[config.mk]
export PLATFORM = sky130hd
export DESIGN_NAME = lru_page_replacement_top
export DESIGN_NICKNAME = d
export VERILOG_FILES = /design/src/rtl/lru_pkg.sv /design/src/rtl/lru_cfg.sv /design/src/rtl/lru_ctrl.sv /design/src/rtl/lru_dp.sv /design/src/rtl/lru_page_replacement_top.sv
export SDC_FILE = /design/constraint.sdc
export NUM_CORES = 1
export LEC_CHECK = 0
export BUFFER_PORTS_ARGS = -buffer_cell sky130_fd_sc_hd__buf_2
export CAP_MARGIN = 20
export CORE_MARGIN = 5
export CORE_UTILIZATION = 60
export DETAILED_ROUTE_END_ITERATION = 6
export PLACE_DENSITY = 0.86
export REMOVE_ABC_BUFFERS = 1
export SYNTH_ARGS = -nofsm -noshare
export SYNTH_HDL_FRONTEND = slang
export SYNTH_HIERARCHICAL = 1
export SYNTH_SLANG_ARGS = --single-unit
[constraint.sdc]
create_clock -name clk -period 8.75 [get_ports clk]
set_input_delay 0.875 -clock clk [delete_from_list [all_inputs] [get_ports clk]]
set_output_delay 0.875 -clock clk [all_outputs]
set_load 0.05 [all_outputs]
[src/rtl/lru_pkg.sv]
// ----------------------------------------------------------------------------
// lru_pkg : shared types and constants for the LRU page replacement block
// Controller states, controller/datapath command and status groups, register
// map codes.
// ----------------------------------------------------------------------------
package lru_pkg;

	typedef enum logic [1:0] {
		ST_IDLE,
		ST_LOOK,
		ST_SEARCH,
		ST_UPDATE
	} state_t;

	// commands from controller to datapath
	typedef struct packed {
		logic load;    // capture the request and the active frame count
		logic look;    // match / free frame search, load the rank tree
		logic search;  // one level of the rank reduction
		logic update;  // write the frame table and the result registers
	} cmd_t;

	// status from datapath to controller
	typedef struct packed {
		logic need_search;  // miss with no free frame: victim must be found
	} status_t;

	// register map
	localparam int unsigned REG_W              = 32;
	localparam logic        REG_FRAMES_IN_USE  = 1'b0;
	localparam int unsigned FIU_W              = 5;
	localparam logic [FIU_W-1:0] FIU_RESET     = 5'd16;

	// result fields
	localparam int unsigned PAGE_W   = 16;
	localparam int unsigned FIDX_W   = 4;
	localparam int unsigned FCNT_W   = 32;
	localparam logic [FCNT_W-1:0] FCNT_MAX = '1;

endpackage

[src/rtl/lru_cfg.sv]
// ----------------------------------------------------------------------------
// lru_cfg : configuration register file
// APB-style slave holding frames_in_use; writes complete in the access phase.
// ----------------------------------------------------------------------------
module lru_cfg (
	input  logic                          clk,
	input  logic                          arst_n,
	input  logic                          psel,
	input  logic                          penable,
	input  logic                          pwrite,
	input  logic [2:0]                    paddr,
	input  logic [lru_pkg::REG_W-1:0]     pwdata,
	output logic [lru_pkg::REG_W-1:0]     prdata,
	output logic                          pready,
	output logic [lru_pkg::FIU_W-1:0]     frames_in_use
);

	logic [lru_pkg::FIU_W-1:0] fiu_q;
	logic                      wr_en;
	logic                      sel_fiu;

	// register i sits at byte address 4*i, so bit 2 carries the index
	assign sel_fiu = (paddr[2] == lru_pkg::REG_FRAMES_IN_USE);
	assign wr_en   = psel && penable && pwrite && sel_fiu;
	assign pready  = 1'b1;

	always_ff @(posedge clk or negedge arst_n) begin
		if (!arst_n) begin
			fiu_q <= lru_pkg::FIU_RESET;
		end else if (wr_en) begin
			fiu_q <= pwdata[lru_pkg::FIU_W-1:0];
		end
	end

	always_comb begin
		prdata = '0;
		if (sel_fiu && paddr[1:0] == 2'b00) begin
			prdata = lru_pkg::REG_W'(fiu_q);
		end
	end

	assign frames_in_use = fiu_q;

endmodule

[src/rtl/lru_ctrl.sv]
// ----------------------------------------------------------------------------
// lru_ctrl : sequencing state machine
// Steps a request through lookup, the optional victim search and the table
// update, and raises the result strobe.
// ----------------------------------------------------------------------------
module lru_ctrl #(
	parameter int unsigned LEV = 4
) (
	input  logic             clk,
	input  logic             arst_n,
	input  logic             start,
	input  lru_pkg::status_t st,
	output lru_pkg::cmd_t    cmd,
	output logic             busy,
	output logic             done
);

	localparam int unsigned CW = (LEV > 0) ? $clog2(LEV + 1) : 1;

	lru_pkg::state_t state_q, state_d;
	logic [CW-1:0]   lvl_q;
	logic            done_q;
	logic            last_lvl;

	assign last_lvl = (32'(lvl_q) + 32'd1 >= LEV);

	always_ff @(posedge clk or negedge arst_n) begin
		if (!arst_n) begin
			state_q <= lru_pkg::ST_IDLE;
			lvl_q   <= '0;
			done_q  <= 1'b0;
		end else begin
			state_q <= state_d;
			done_q  <= cmd.update;
			if (cmd.look) begin
				lvl_q <= '0;
			end else if (cmd.search) begin
				lvl_q <= lvl_q + CW'(1);
			end
		end
	end

	always_comb begin
		state_d = state_q;
		cmd     = '0;
		case (state_q)
			lru_pkg::ST_IDLE: begin
				if (start) begin
					cmd.load = 1'b1;
					state_d  = lru_pkg::ST_LOOK;
				end
			end
			lru_pkg::ST_LOOK: begin
				cmd.look = 1'b1;
				if (st.need_search && LEV > 0) begin
					state_d = lru_pkg::ST_SEARCH;
				end else begin
					state_d = lru_pkg::ST_UPDATE;
				end
			end
			lru_pkg::ST_SEARCH: begin
				cmd.search = 1'b1;
				if (last_lvl) begin
					state_d = lru_pkg::ST_UPDATE;
				end
			end
			lru_pkg::ST_UPDATE: begin
				cmd.update = 1'b1;
				state_d    = lru_pkg::ST_IDLE;
			end
			default: begin
				state_d = lru_pkg::ST_IDLE;
			end
		endcase
	end

	assign busy = (state_q != lru_pkg::ST_IDLE);
	assign done = done_q;

	a_accept_to_look: assert property (@(posedge clk) disable iff (!arst_n)
		start && !busy |=> state_q == lru_pkg::ST_LOOK)
		else $error("accepted request did not enter lookup");

	a_done_after_update: assert property (@(posedge clk) disable iff (!arst_n)
		cmd.update |=> done && !busy)
		else $error("result strobe missing after table update");

	a_search_bounded: assert property (@(posedge clk) disable iff (!arst_n)
		state_q == lru_pkg::ST_SEARCH |-> 32'(lvl_q) < LEV)
		else $error("victim search ran past the last tree level");

endmodule

[src/rtl/lru_dp.sv]
// ----------------------------------------------------------------------------
// lru_dp : frame table and replacement datapath
// Frame pages, valid bits and recency ranks, hit / free frame encoders, a
// pairwise reduction tree for the victim and the rank update.
// ----------------------------------------------------------------------------
module lru_dp #(
	parameter int unsigned FRAMES = 16
) (
	input  logic                          clk,
	input  logic                          arst_n,
	input  lru_pkg::cmd_t                 cmd,
	output lru_pkg::status_t              st,
	input  logic [lru_pkg::PAGE_W-1:0]    page_number,
	input  logic [lru_pkg::FIU_W-1:0]     frames_in_use,
	output logic                          fault,
	output logic [lru_pkg::FIDX_W-1:0]    frame_index,
	output logic                          evicted_valid,
	output logic [lru_pkg::PAGE_W-1:0]    evicted_page,
	output logic [lru_pkg::FCNT_W-1:0]    fault_total
);

	localparam int unsigned IW  = (FRAMES > 1) ? $clog2(FRAMES) : 1;
	localparam int unsigned NW  = $clog2(FRAMES + 1);
	localparam int unsigned LEV = $clog2(FRAMES);
	localparam int unsigned P2  = 1 << LEV;
	localparam logic [IW-1:0] RMAX = IW'(FRAMES - 1);

	typedef struct packed {
		logic          cand;
		logic [IW-1:0] rank;
		logic [IW-1:0] idx;
	} node_t;

	logic [lru_pkg::PAGE_W-1:0] frame_page_q [FRAMES];
	logic [FRAMES-1:0]          frame_valid_q;
	logic [IW-1:0]              rank_q [FRAMES];
	node_t                      tree_q [P2];
	node_t                      tree_ld [P2];

	logic [lru_pkg::PAGE_W-1:0] req_page_q;
	logic [NW-1:0]              n_q;
	logic                       hit_q, fill_q;
	logic [IW-1:0]              hit_idx_q, free_idx_q;
	logic [lru_pkg::FCNT_W-1:0] fault_cnt_q;

	logic                       res_fault_q, res_ev_valid_q;
	logic [lru_pkg::FIDX_W-1:0] res_idx_q;
	logic [lru_pkg::PAGE_W-1:0] res_ev_page_q;

	logic [FRAMES-1:0] active, match, free;
	logic              any_hit, any_free;
	logic [IW-1:0]     hit_idx, free_idx;
	logic [IW-1:0]     k, old_rank;
	logic              evict;

	function automatic node_t better(input node_t a, input node_t b);
		// a holds the lower index, so it keeps ties
		if (b.cand && (!a.cand || b.rank > a.rank)) begin
			return b;
		end
		return a;
	endfunction

	// lookup: parallel compare, lowest index wins
	always_comb begin
		any_hit  = 1'b0;
		any_free = 1'b0;
		hit_idx  = '0;
		free_idx = '0;
		for (int i = 0; i < FRAMES; i++) begin
			active[i] = (32'(i) < 32'(n_q));
			match[i]  = active[i] && frame_valid_q[i] && (frame_page_q[i] == req_page_q);
			free[i]   = active[i] && !frame_valid_q[i];
		end
		for (int i = FRAMES - 1; i >= 0; i--) begin
			if (match[i]) begin
				any_hit = 1'b1;
				hit_idx = IW'(i);
			end
			if (free[i]) begin
				any_free = 1'b1;
				free_idx = IW'(i);
			end
		end
	end

	assign st.need_search = !any_hit && !any_free;

	always_comb begin
		for (int i = 0; i < P2; i++) begin
			tree_ld[i] = '0;
		end
		for (int i = 0; i < FRAMES; i++) begin
			tree_ld[i].cand = active[i];
			tree_ld[i].rank = rank_q[i];
			tree_ld[i].idx  = IW'(i);
		end
	end

	// request capture, lookup results and victim tree
	always_ff @(posedge clk) begin
		if (cmd.load) begin
			req_page_q <= page_number;
			if (frames_in_use == '0) begin
				n_q <= NW'(1);
			end else if (32'(frames_in_use) > FRAMES) begin
				n_q <= NW'(FRAMES);
			end else begin
				n_q <= NW'(frames_in_use);
			end
		end
		if (cmd.look) begin
			hit_q      <= any_hit;
			fill_q     <= !any_hit && any_free;
			hit_idx_q  <= hit_idx;
			free_idx_q <= free_idx;
			tree_q     <= tree_ld;
		end else if (cmd.search) begin
			for (int j = 0; j < P2 / 2; j++) begin
				tree_q[j] <= better(tree_q[2*j], tree_q[2*j+1]);
			end
		end
	end

	// on eviction the victim's own rank is the maximum, so rank_q[k] serves
	assign k        = hit_q ? hit_idx_q : (fill_q ? free_idx_q : tree_q[0].idx);
	assign old_rank = rank_q[k];
	assign evict    = !hit_q && !fill_q;

	always_ff @(posedge clk or negedge arst_n) begin
		if (!arst_n) begin
			frame_valid_q <= '0;
			fault_cnt_q   <= '0;
			for (int i = 0; i < FRAMES; i++) begin
				rank_q[i] <= '0;
			end
		end else if (cmd.update) begin
			for (int i = 0; i < FRAMES; i++) begin
				if (32'(i) == 32'(k)) begin
					rank_q[i] <= '0;
				end else if (active[i] && frame_valid_q[i] &&
				             (fill_q || rank_q[i] < old_rank) && rank_q[i] != RMAX) begin
					rank_q[i] <= rank_q[i] + IW'(1);
				end
			end
			frame_valid_q[k] <= 1'b1;
			if (!hit_q && fault_cnt_q != lru_pkg::FCNT_MAX) begin
				fault_cnt_q <= fault_cnt_q + lru_pkg::FCNT_W'(1);
			end
		end
	end

	always_ff @(posedge clk) begin
		if (cmd.update) begin
			frame_page_q[k] <= req_page_q;
			res_fault_q     <= !hit_q;
			res_idx_q       <= lru_pkg::FIDX_W'(k);
			res_ev_valid_q  <= evict;
			res_ev_page_q   <= evict ? frame_page_q[k] : '0;
		end
	end

	assign fault         = res_fault_q;
	assign frame_index   = res_idx_q;
	assign evicted_valid = res_ev_valid_q;
	assign evicted_page  = res_ev_page_q;
	assign fault_total   = fault_cnt_q;

	a_frame_valid_after_update: assert property (@(posedge clk) disable iff (!arst_n)
		cmd.update |=> frame_valid_q[$past(k)] && rank_q[$past(k)] == '0)
		else $error("updated frame not valid and most recent");

	a_hit_no_evict: assert property (@(posedge clk) disable iff (!arst_n)
		cmd.update && hit_q |=> !res_fault_q && !res_ev_valid_q &&
		                        fault_cnt_q == $past(fault_cnt_q))
		else $error("hit reported a fault or an eviction");

	a_evict_only_when_full: assert property (@(posedge clk) disable iff (!arst_n)
		cmd.update && evict |-> (frame_valid_q | ~active) == '1)
		else $error("eviction while a free frame was available");

endmodule

[src/rtl/lru_page_replacement_top.sv]
// ----------------------------------------------------------------------------
// lru_page_replacement_top : LRU page replacement unit
// Frame table with least recently used replacement and a fault counter.
// ----------------------------------------------------------------------------
// A request is taken when start is high and busy is low. A hit or a miss
// that fills a free frame goes through lookup and table update, then the
// result is shown for one cycle with done high while busy is already low.
// A miss with all active frames full adds the pairwise reduction over the
// recency ranks that picks the victim. done lasts one cycle and the
// receiver cannot stall it; fault_total holds its value until the next
// result. frames_in_use is meant to be set right after reset while idle.
module lru_page_replacement_top #(
	parameter int unsigned FRAMES = 16
) (
	input  logic                          clk,
	input  logic                          arst_n,
	input  logic                          start,
	output logic                          busy,
	input  logic [lru_pkg::PAGE_W-1:0]    page_number,
	output logic                          done,
	output logic                          fault,
	output logic [lru_pkg::FIDX_W-1:0]    frame_index,
	output logic                          evicted_valid,
	output logic [lru_pkg::PAGE_W-1:0]    evicted_page,
	output logic [lru_pkg::FCNT_W-1:0]    fault_total,
	input  logic                          psel,
	input  logic                          penable,
	input  logic                          pwrite,
	input  logic [2:0]                    paddr,
	input  logic [lru_pkg::REG_W-1:0]     pwdata,
	output logic [lru_pkg::REG_W-1:0]     prdata,
	output logic                          pready
);

	lru_pkg::cmd_t             cmd;
	lru_pkg::status_t          st;
	logic [lru_pkg::FIU_W-1:0] frames_in_use;

	lru_cfg u_cfg (
		.clk           (clk),
		.arst_n        (arst_n),
		.psel          (psel),
		.penable       (penable),
		.pwrite        (pwrite),
		.paddr         (paddr),
		.pwdata        (pwdata),
		.prdata        (prdata),
		.pready        (pready),
		.frames_in_use (frames_in_use)
	);

	lru_ctrl #(
		.LEV ($clog2(FRAMES))
	) u_ctrl (
		.clk    (clk),
		.arst_n (arst_n),
		.start  (start),
		.st     (st),
		.cmd    (cmd),
		.busy   (busy),
		.done   (done)
	);

	lru_dp #(
		.FRAMES (FRAMES)
	) u_dp (
		.clk           (clk),
		.arst_n        (arst_n),
		.cmd           (cmd),
		.st            (st),
		.page_number   (page_number),
		.frames_in_use (frames_in_use),
		.fault         (fault),
		.frame_index   (frame_index),
		.evicted_valid (evicted_valid),
		.evicted_page  (evicted_page),
		.fault_total   (fault_total)
	);

endmodule

Yosys cells after proc, flatten, opt, wreduce, memory -nomap -nowiden
Memories as Yosys holds them, arrays and structs flattened. A register that Yosys moved wholly into a read port is not among the register bits.
Cells that the tools add are included.
{"block": "word_totals", "register_bits": 272, "ram_bits": 256, "out_inout_bits": 89, "elab_cells": 557, "n_memories": 1}
{"name": "u_dp.frame_page_q", "words": 16, "width": 16, "rd": 17, "rd_ports_with_merged_regs": 1, "wr": 1, "line": "lru_dp.sv:34", "source": "logic [lru_pkg::PAGE_W-1:0] frame_page_q [FRAMES];"}
{"block": "classes", "n_addsub": 19, "n_lt_le_gt_ge": 45, "eq_ne": 53, "muxes": 158, "bitwise_logic": 3, "reduce_logical": 200}
{"operator": "equality test 16 bit", "count": 16}
{"operator": "two-way mux 4 bit", "count": 52}
{"operator": "two-way mux 72 bit", "count": 2}
{"operator": "two-way mux 9 bit", "count": 16}
{"operator": "logical AND 1 bit", "count": 97}
{"operator": "two-way mux 1 bit", "count": 67}
{"operator": "adder 4 x 1 -> 4 bit (second input constant)", "count": 16}
{"operator": "less-than comparator 4 bit", "count": 16}
{"operator": "inequality test 4 bit (second input constant)", "count": 16}
{"operator": "less-than comparator 4 x 5 -> 1 bit (first input constant)", "count": 8}
{"operator": "AND reduction 2 bit", "count": 20}
{"operator": "nonzero test 2 bit", "count": 19}
{"operator": "adder 32 x 1 -> 32 bit (second input constant)", "count": 1}
{"operator": "equality test 4 bit (first input constant)", "count": 8}
{"operator": ">= comparator 32 x 3 -> 1 bit (second input constant)", "count": 1}
{"operator": "> comparator 4 bit", "count": 8}
{"operator": "inequality test 32 bit (second input constant)", "count": 1}
{"operator": "two-way mux 3 bit", "count": 10}
{"operator": "logical NOT 1 bit", "count": 29}
{"operator": "logical OR 1 bit", "count": 24}
{"operator": "less-than comparator 3 x 5 -> 1 bit (first input constant)", "count": 4}
{"operator": "binary-select mux 4 bit (select 4 bit)", "count": 1}
{"operator": "equality test 3 x 4 -> 1 bit (first input constant)", "count": 4}
{"operator": "bitwise OR 16 bit", "count": 1}
{"operator": "26 further kinds", "count": 41}

Longest topological paths before layout
{"block": "depth", "word_depth": 23, "depth_mapped": 21}

Hierarchy
Netlist, hierarchy kept.
{"module": "lru_dp", "n_inst": 1, "cells_each": 2262, "area_each_um2": 27363.7, "seq_area_each_um2": 14904.3}
{"module": "lru_cfg", "n_inst": 1, "cells_each": 47, "area_each_um2": 460.4, "seq_area_each_um2": 126.4}
{"module": "lru_ctrl", "n_inst": 1, "cells_each": 35, "area_each_um2": 365.4, "seq_area_each_um2": 150.1}

Least setup slack after synthesis
OpenSTA, ideal clock, no wires.
{"block": "synth_path", "path_type": "register to register", "startpoint": "register u_dp.fill_q", "endpoint": "register u_dp/rank_q[39] (netlist bit)", "setup_time_ps": 82, "t_arrival_ps": 4959, "required_time_ps": 8668, "setup_slack_ps": 3709, "path_stages_with_launch": 20, "period_less_slack_ps": 5041, "path_cell_list": "edfxtp_1 -> buf_6 -> mux2i_1 -> o21a_1 -> buf_2 -> inv_1 -> buf_2 -> buf_2 -> buf_2 -> mux4_2 -> nand2_1 -> nand2_1 -> a21oi_1 -> ha_1 -> a211o_1 -> or2_2 -> a221o_1 -> a21oi_1 -> a41oi_1 -> a31oi_1"}
{"block": "synth_between", "elab_chain_len": 12, "word_cells_on_any_way": 14, "classes_between": "order compare: 1; eq/ne: 1; mux: 6; bitwise: 1; reduce/logical: 5"}
{"item": "start, declared", "line": "lru_dp.sv:42", "source": "logic hit_q, fill_q;"}
{"item": "start signal, assigned", "line": "lru_dp.sv:114", "source": "fill_q <= !any_hit && any_free;"}
{"item": "two-way mux 4 bit (*) (2 in a row)", "line": "lru_dp.sv:126", "source": "assign k = hit_q ? hit_idx_q : (fill_q ? free_idx_q : tree_q[0].idx);"}
{"item": "via u_dp.k[0]", "line": "lru_dp.sv:53", "source": "logic [IW-1:0] k, old_rank;"}
{"item": "inverter 4 -> 5 bit (implied by the code)", "line": "lru_dp.sv:127", "source": "assign old_rank = rank_q[k];"}
{"item": "binary-select mux 4 bit (select 4 bit)", "line": "lru_dp.sv:127"}
{"item": "two-way mux 4 bit (implied by the code) (2 in a row)", "line": "lru_dp.sv:127"}
{"item": "less-than comparator 4 bit", "line": "lru_dp.sv:142", "source": "(fill_q || rank_q[i] < old_rank) && rank_q[i] != RMAX) begin"}
{"item": "logical OR 1 bit", "line": "lru_dp.sv:142"}
{"item": "logical AND 1 bit", "line": "lru_dp.sv:141", "source": "end else if (active[i] && frame_valid_q[i] &&"}
{"item": "logical AND 1 bit", "line": "lru_dp.sv:142"}
{"item": "nonzero test 2 bit (no line)"}
{"item": "AND reduction 2 bit (no line)"}
{"item": "end signal, assigned by index", "line": "lru_dp.sv:143", "source": "rank_q[i] <= rank_q[i] + IW'(1);"}
{"item": "end, declared", "line": "lru_dp.sv:36", "source": "logic [IW-1:0] rank_q [FRAMES];"}
Mark *: on every way through the listed nets, which the timed path passes. The rest lies on a longest branch. The select of a mux whose other input is x is not followed.
A chain may end at the register's enable or synchronous reset.

Final worst setup path
{"block": "layout_path", "startpoint": "register u_dp.fill_q", "endpoint": "register u_dp/rank_q[55] (netlist bit)"}
{"block": "layout_between", "elab_chain_len": 12, "word_cells_on_any_way": 14, "classes_between": "order compare: 1; eq/ne: 1; mux: 6; bitwise: 1; reduce/logical: 5"}
{"item": "two-way mux 4 bit (2 in a row)", "line": "lru_dp.sv:126"}
{"item": "inverter 4 -> 5 bit (implied by the code)", "line": "lru_dp.sv:127"}
{"item": "binary-select mux 4 bit (select 4 bit)", "line": "lru_dp.sv:127"}
{"item": "two-way mux 4 bit (implied by the code) (2 in a row)", "line": "lru_dp.sv:127"}
{"item": "less-than comparator 4 bit", "line": "lru_dp.sv:142"}
{"item": "logical OR 1 bit", "line": "lru_dp.sv:142"}
{"item": "logical AND 1 bit", "line": "lru_dp.sv:141"}
{"item": "logical AND 1 bit", "line": "lru_dp.sv:142"}
{"item": "nonzero test 2 bit (no line)"}
{"item": "AND reduction 2 bit (no line)"}
Several ways; a longest one is shown, not always the timed one. The select of a mux whose other input is x is not followed.

==> results.md <==
* Hold Buf Count CTS at 0
* Crit Path Max Fanout at 40
* Path type of the worst min-delay path: input port to asynchronous set/reset pin
* R2R cell count at 17
* Clk Latency, worst-skew pair at 0.62 ns
* Number of synthesized flops with an enable pin at just under 400
* Total Routed Length at ~74,000 um
* GPL Wtd Cong at 0.9347
* Area share of the largest cell type after synthesis at between 40% and 50%
* Setup crit end kind: register
* CTS Sinks at 533
* Ports at roughly 150
* MaxCap Viol Count at 0
* Pwr dens at approximately 350 nW/um^2
* Die W at roughly 230 um
* Vias/cell at roughly 6.6
* Library cells used by synthesis at 75
* # diodes at 0
* CP Launch Type: register
* R2R Path End: u_dp/rank_q[55]
* Commonest non-fill, non-tap cells in the layout: edfxtp_1, nand2_1, xnor2_1
* Die area at around 51,000 sq um
* First-pass GRT wire length at between 100,000 and 150,000 um
* Post-Syn Instances at 2,344
* Final core utilization at around two thirds
* CTS buffer count at 52
* CTS root buf: clkbuf_16
* Worst reg-to-reg setup slack at around 3.0 ns
* Vias at about 20,000
* GRT overflow at 0
* # setup viols final at 0
* Cell Area, Synth at between 20,000 and 30,000 sq um
* RSZ-0062 raised after global routing: false
* IO buf count at 90
* Most common cell after layout, fill and taps aside: edfxtp_1
* P&R area growth vs syn at 9.765%
* Vias in the first global route at between 20,000 and 25,000
* Total power at about 11 mW
* Drt initial violations at 2,393
* Tot GR Track Use at 28.49%
* Reg2reg start: u_dp/fill_q
* Max frequency at ~180 MHz
* Antenna violations before repair at 0
* CTS clk-pin slew, worst paths at 0.07 ns
* Post-CTS Setup Bufs at 0
* Sequential fraction of the synthesis area at ~54%
* Mapped Avg Cell Area at ~12 sq um
* Initial core utilization at between 60% and 70%
* Fraction of layout cells with a size suffix above 1 at about an eighth
* Row cnt at 79
* Tcrit/Tclk final at around 65%
* Post-route minimum period at between 5 and 6 ns
* Placement Setup Slack at roughly 3.1 ns
* Crit Path Class: register to register
* Clk buf depth at 3
* Synth warn at 6
* TritonCTS clock tree: built
* Final Max Slew Viols at 0
* Flops & latches, synth at around 530
* DRC viols at 1
* P_leak at around 12 nW
* Worst Clk Skew at just under 0.03 ns
* Top cells by area, synth: edfxtp_1, dfrtp_1, mux4_2
* Critical path arrival at about 6.2 ns
* CP Data Required Time at about 9 ns
* Nets at 2,582
* DR WL/cell at between 20 and 25 um
* ANT nets after route at 0
* Htree depth at 2
* Slew headroom at between 20 and 30%
* Core ar. at about 47,000 sq um
* Worst VDD drop at 0.2679 mV
* Die height at ~230 um
* Status: finished with violations
* Asr flop ratio synth at 23.08%
* Placed cell count at between 2,000 and 3,000
* Most frequently used flop master after synthesis: edfxtp_1
* Failing checks: design-rule violations
* Cts repair resizes at 0
* Final Non-Filler Cells at 3,069
* Worst-margin pin slew at just over 1 ns
* Final TNS setup at 0 ns
* Drt pass-1 iters at 7
* Hpwl dp at about 50,000 um
* Final hold viol count at 0
* Cell taking the most area after synthesis: edfxtp_1
* Largest net degree at the start of global routing at slightly above 80
* Final WS setup at roughly 3 ns
cells by family (layout without fill, tap and decap cells):
group | count (synthesis) | in the layout | share of synthesized area, %
other | 2 | 28 | 0.02664
adder cells (fa/ha/maj) | 106 | 106 | 4.696
buffers and inverters | 233 | 325 | 3.617
AO/OA/AOI/OAI | 385 | 385 | 9.352
XOR/XNOR | 286 | 286 | 8.886
multiplexers | 129 | 129 | 7.998
flip-flops | 533 | 533 | 53.85
AND/OR/NAND/NOR | 670 | 670 | 11.57
registers in the layout, summed over array words and instances, names as in the netlist, 3 cells and up:
register	flops
u_cfg/frames_in_use	5
u_dp/fault_total	32
u_dp/n_q	5
u_ctrl/lvl_q	3
u_dp/req_page_q	16
u_dp/hit_idx_q	4
u_dp/frame_index	4
u_dp/rank_q	64
u_dp/tree_q	101
u_dp/frame_page_q	256
u_dp/evicted_page	16
u_dp/free_idx_q	4
u_dp/frame_valid_q	16
synth_stat cells, types with 70 or more instances:
master and count:
xor2_1 141, nand2_1 214, nor2_1 144, ha_1 105, dfrtp_1 122, inv_1 96, a21oi_1 79, o21ai_0 93
mux4_2 76, xnor2_1 145, edfxtp_1 389, clkbuf_1 70
worst max-delay path: stages, from the launching register on:
cell and delay [ns]:
edfxtp_1 0.38, buf_4 0.46, mux2i_1 0.14, o21a_1 0.36, inv_4 0.62, mux4_2 0.59, nand2_1 0.11, nand2_1 0.11
a21oi_1 0.77, buf_4 0.35, ha_1 0.26, o21a_1 0.17, o22ai_1 0.18, nor2_1 0.09, a221o_1 0.32, a21oi_1 0.34
a41oi_1 0.16, a31oi_1 0.17
area by class of cell:
type / instances / area (sq um)
Timing Repair Buffer: 129 / 785.8
Sequential cell: 533 / 15180
Clock inverter: 38 / 395.4
Fill cell: 3215 / 15610
Inverter: 100 / 379.1
Clock buffer: 58 / 1334
Tap cell: 607 / 759.5
Multi-Input combinational cell: 1604 / 12110
worst max-delay path by stage:
stage,from,to,slack (ns),depth (start not counted)
floorplan,u_dp/fill_q,u_dp/rank_q[39],1.33,14
global placement,u_dp/fill_q,u_dp/rank_q[55],3.32,17
detailed placement,u_dp/fill_q,u_dp/rank_q[55],3.14,17
CTS,u_dp/fill_q,u_dp/rank_q[55],3.11,17
global route,u_dp/fill_q,u_dp/rank_q[43],2.84,17
finish,u_dp/fill_q,u_dp/rank_q[55],3.05,17
layer usage:
metal	vias up	track usage, %	part of all wire, %
li1	8763	-	-
met1	9911	37.50	36
met2	1310	45.98	48
met3	286	5.140	10
met4	0	14.22	5.7
met5	-	0	0
power by group:
group / leakage, nW / internal (mW) / switching, mW / total (mW)
clock: 0.827 / 1.27 / 1.01 / 2.28
sequential: 5.32 / 3.44 / 0.510 / 3.95
combinational: 5.62 / 1.71 / 2.92 / 4.63
total: 11.8 / 6.42 / 4.44 / 10.9
stage by stage:
stage                     hold slack (ns)  cell area, sq um
after global placement             0.4361             29160
final                              0.2730             30940
after CTS                          0.2677             30890
after floorplan                    0.4389             27640
after global routing               0.3228             30940
after detailed placement           0.4397             29160
(Power assumes the default switching activity.)
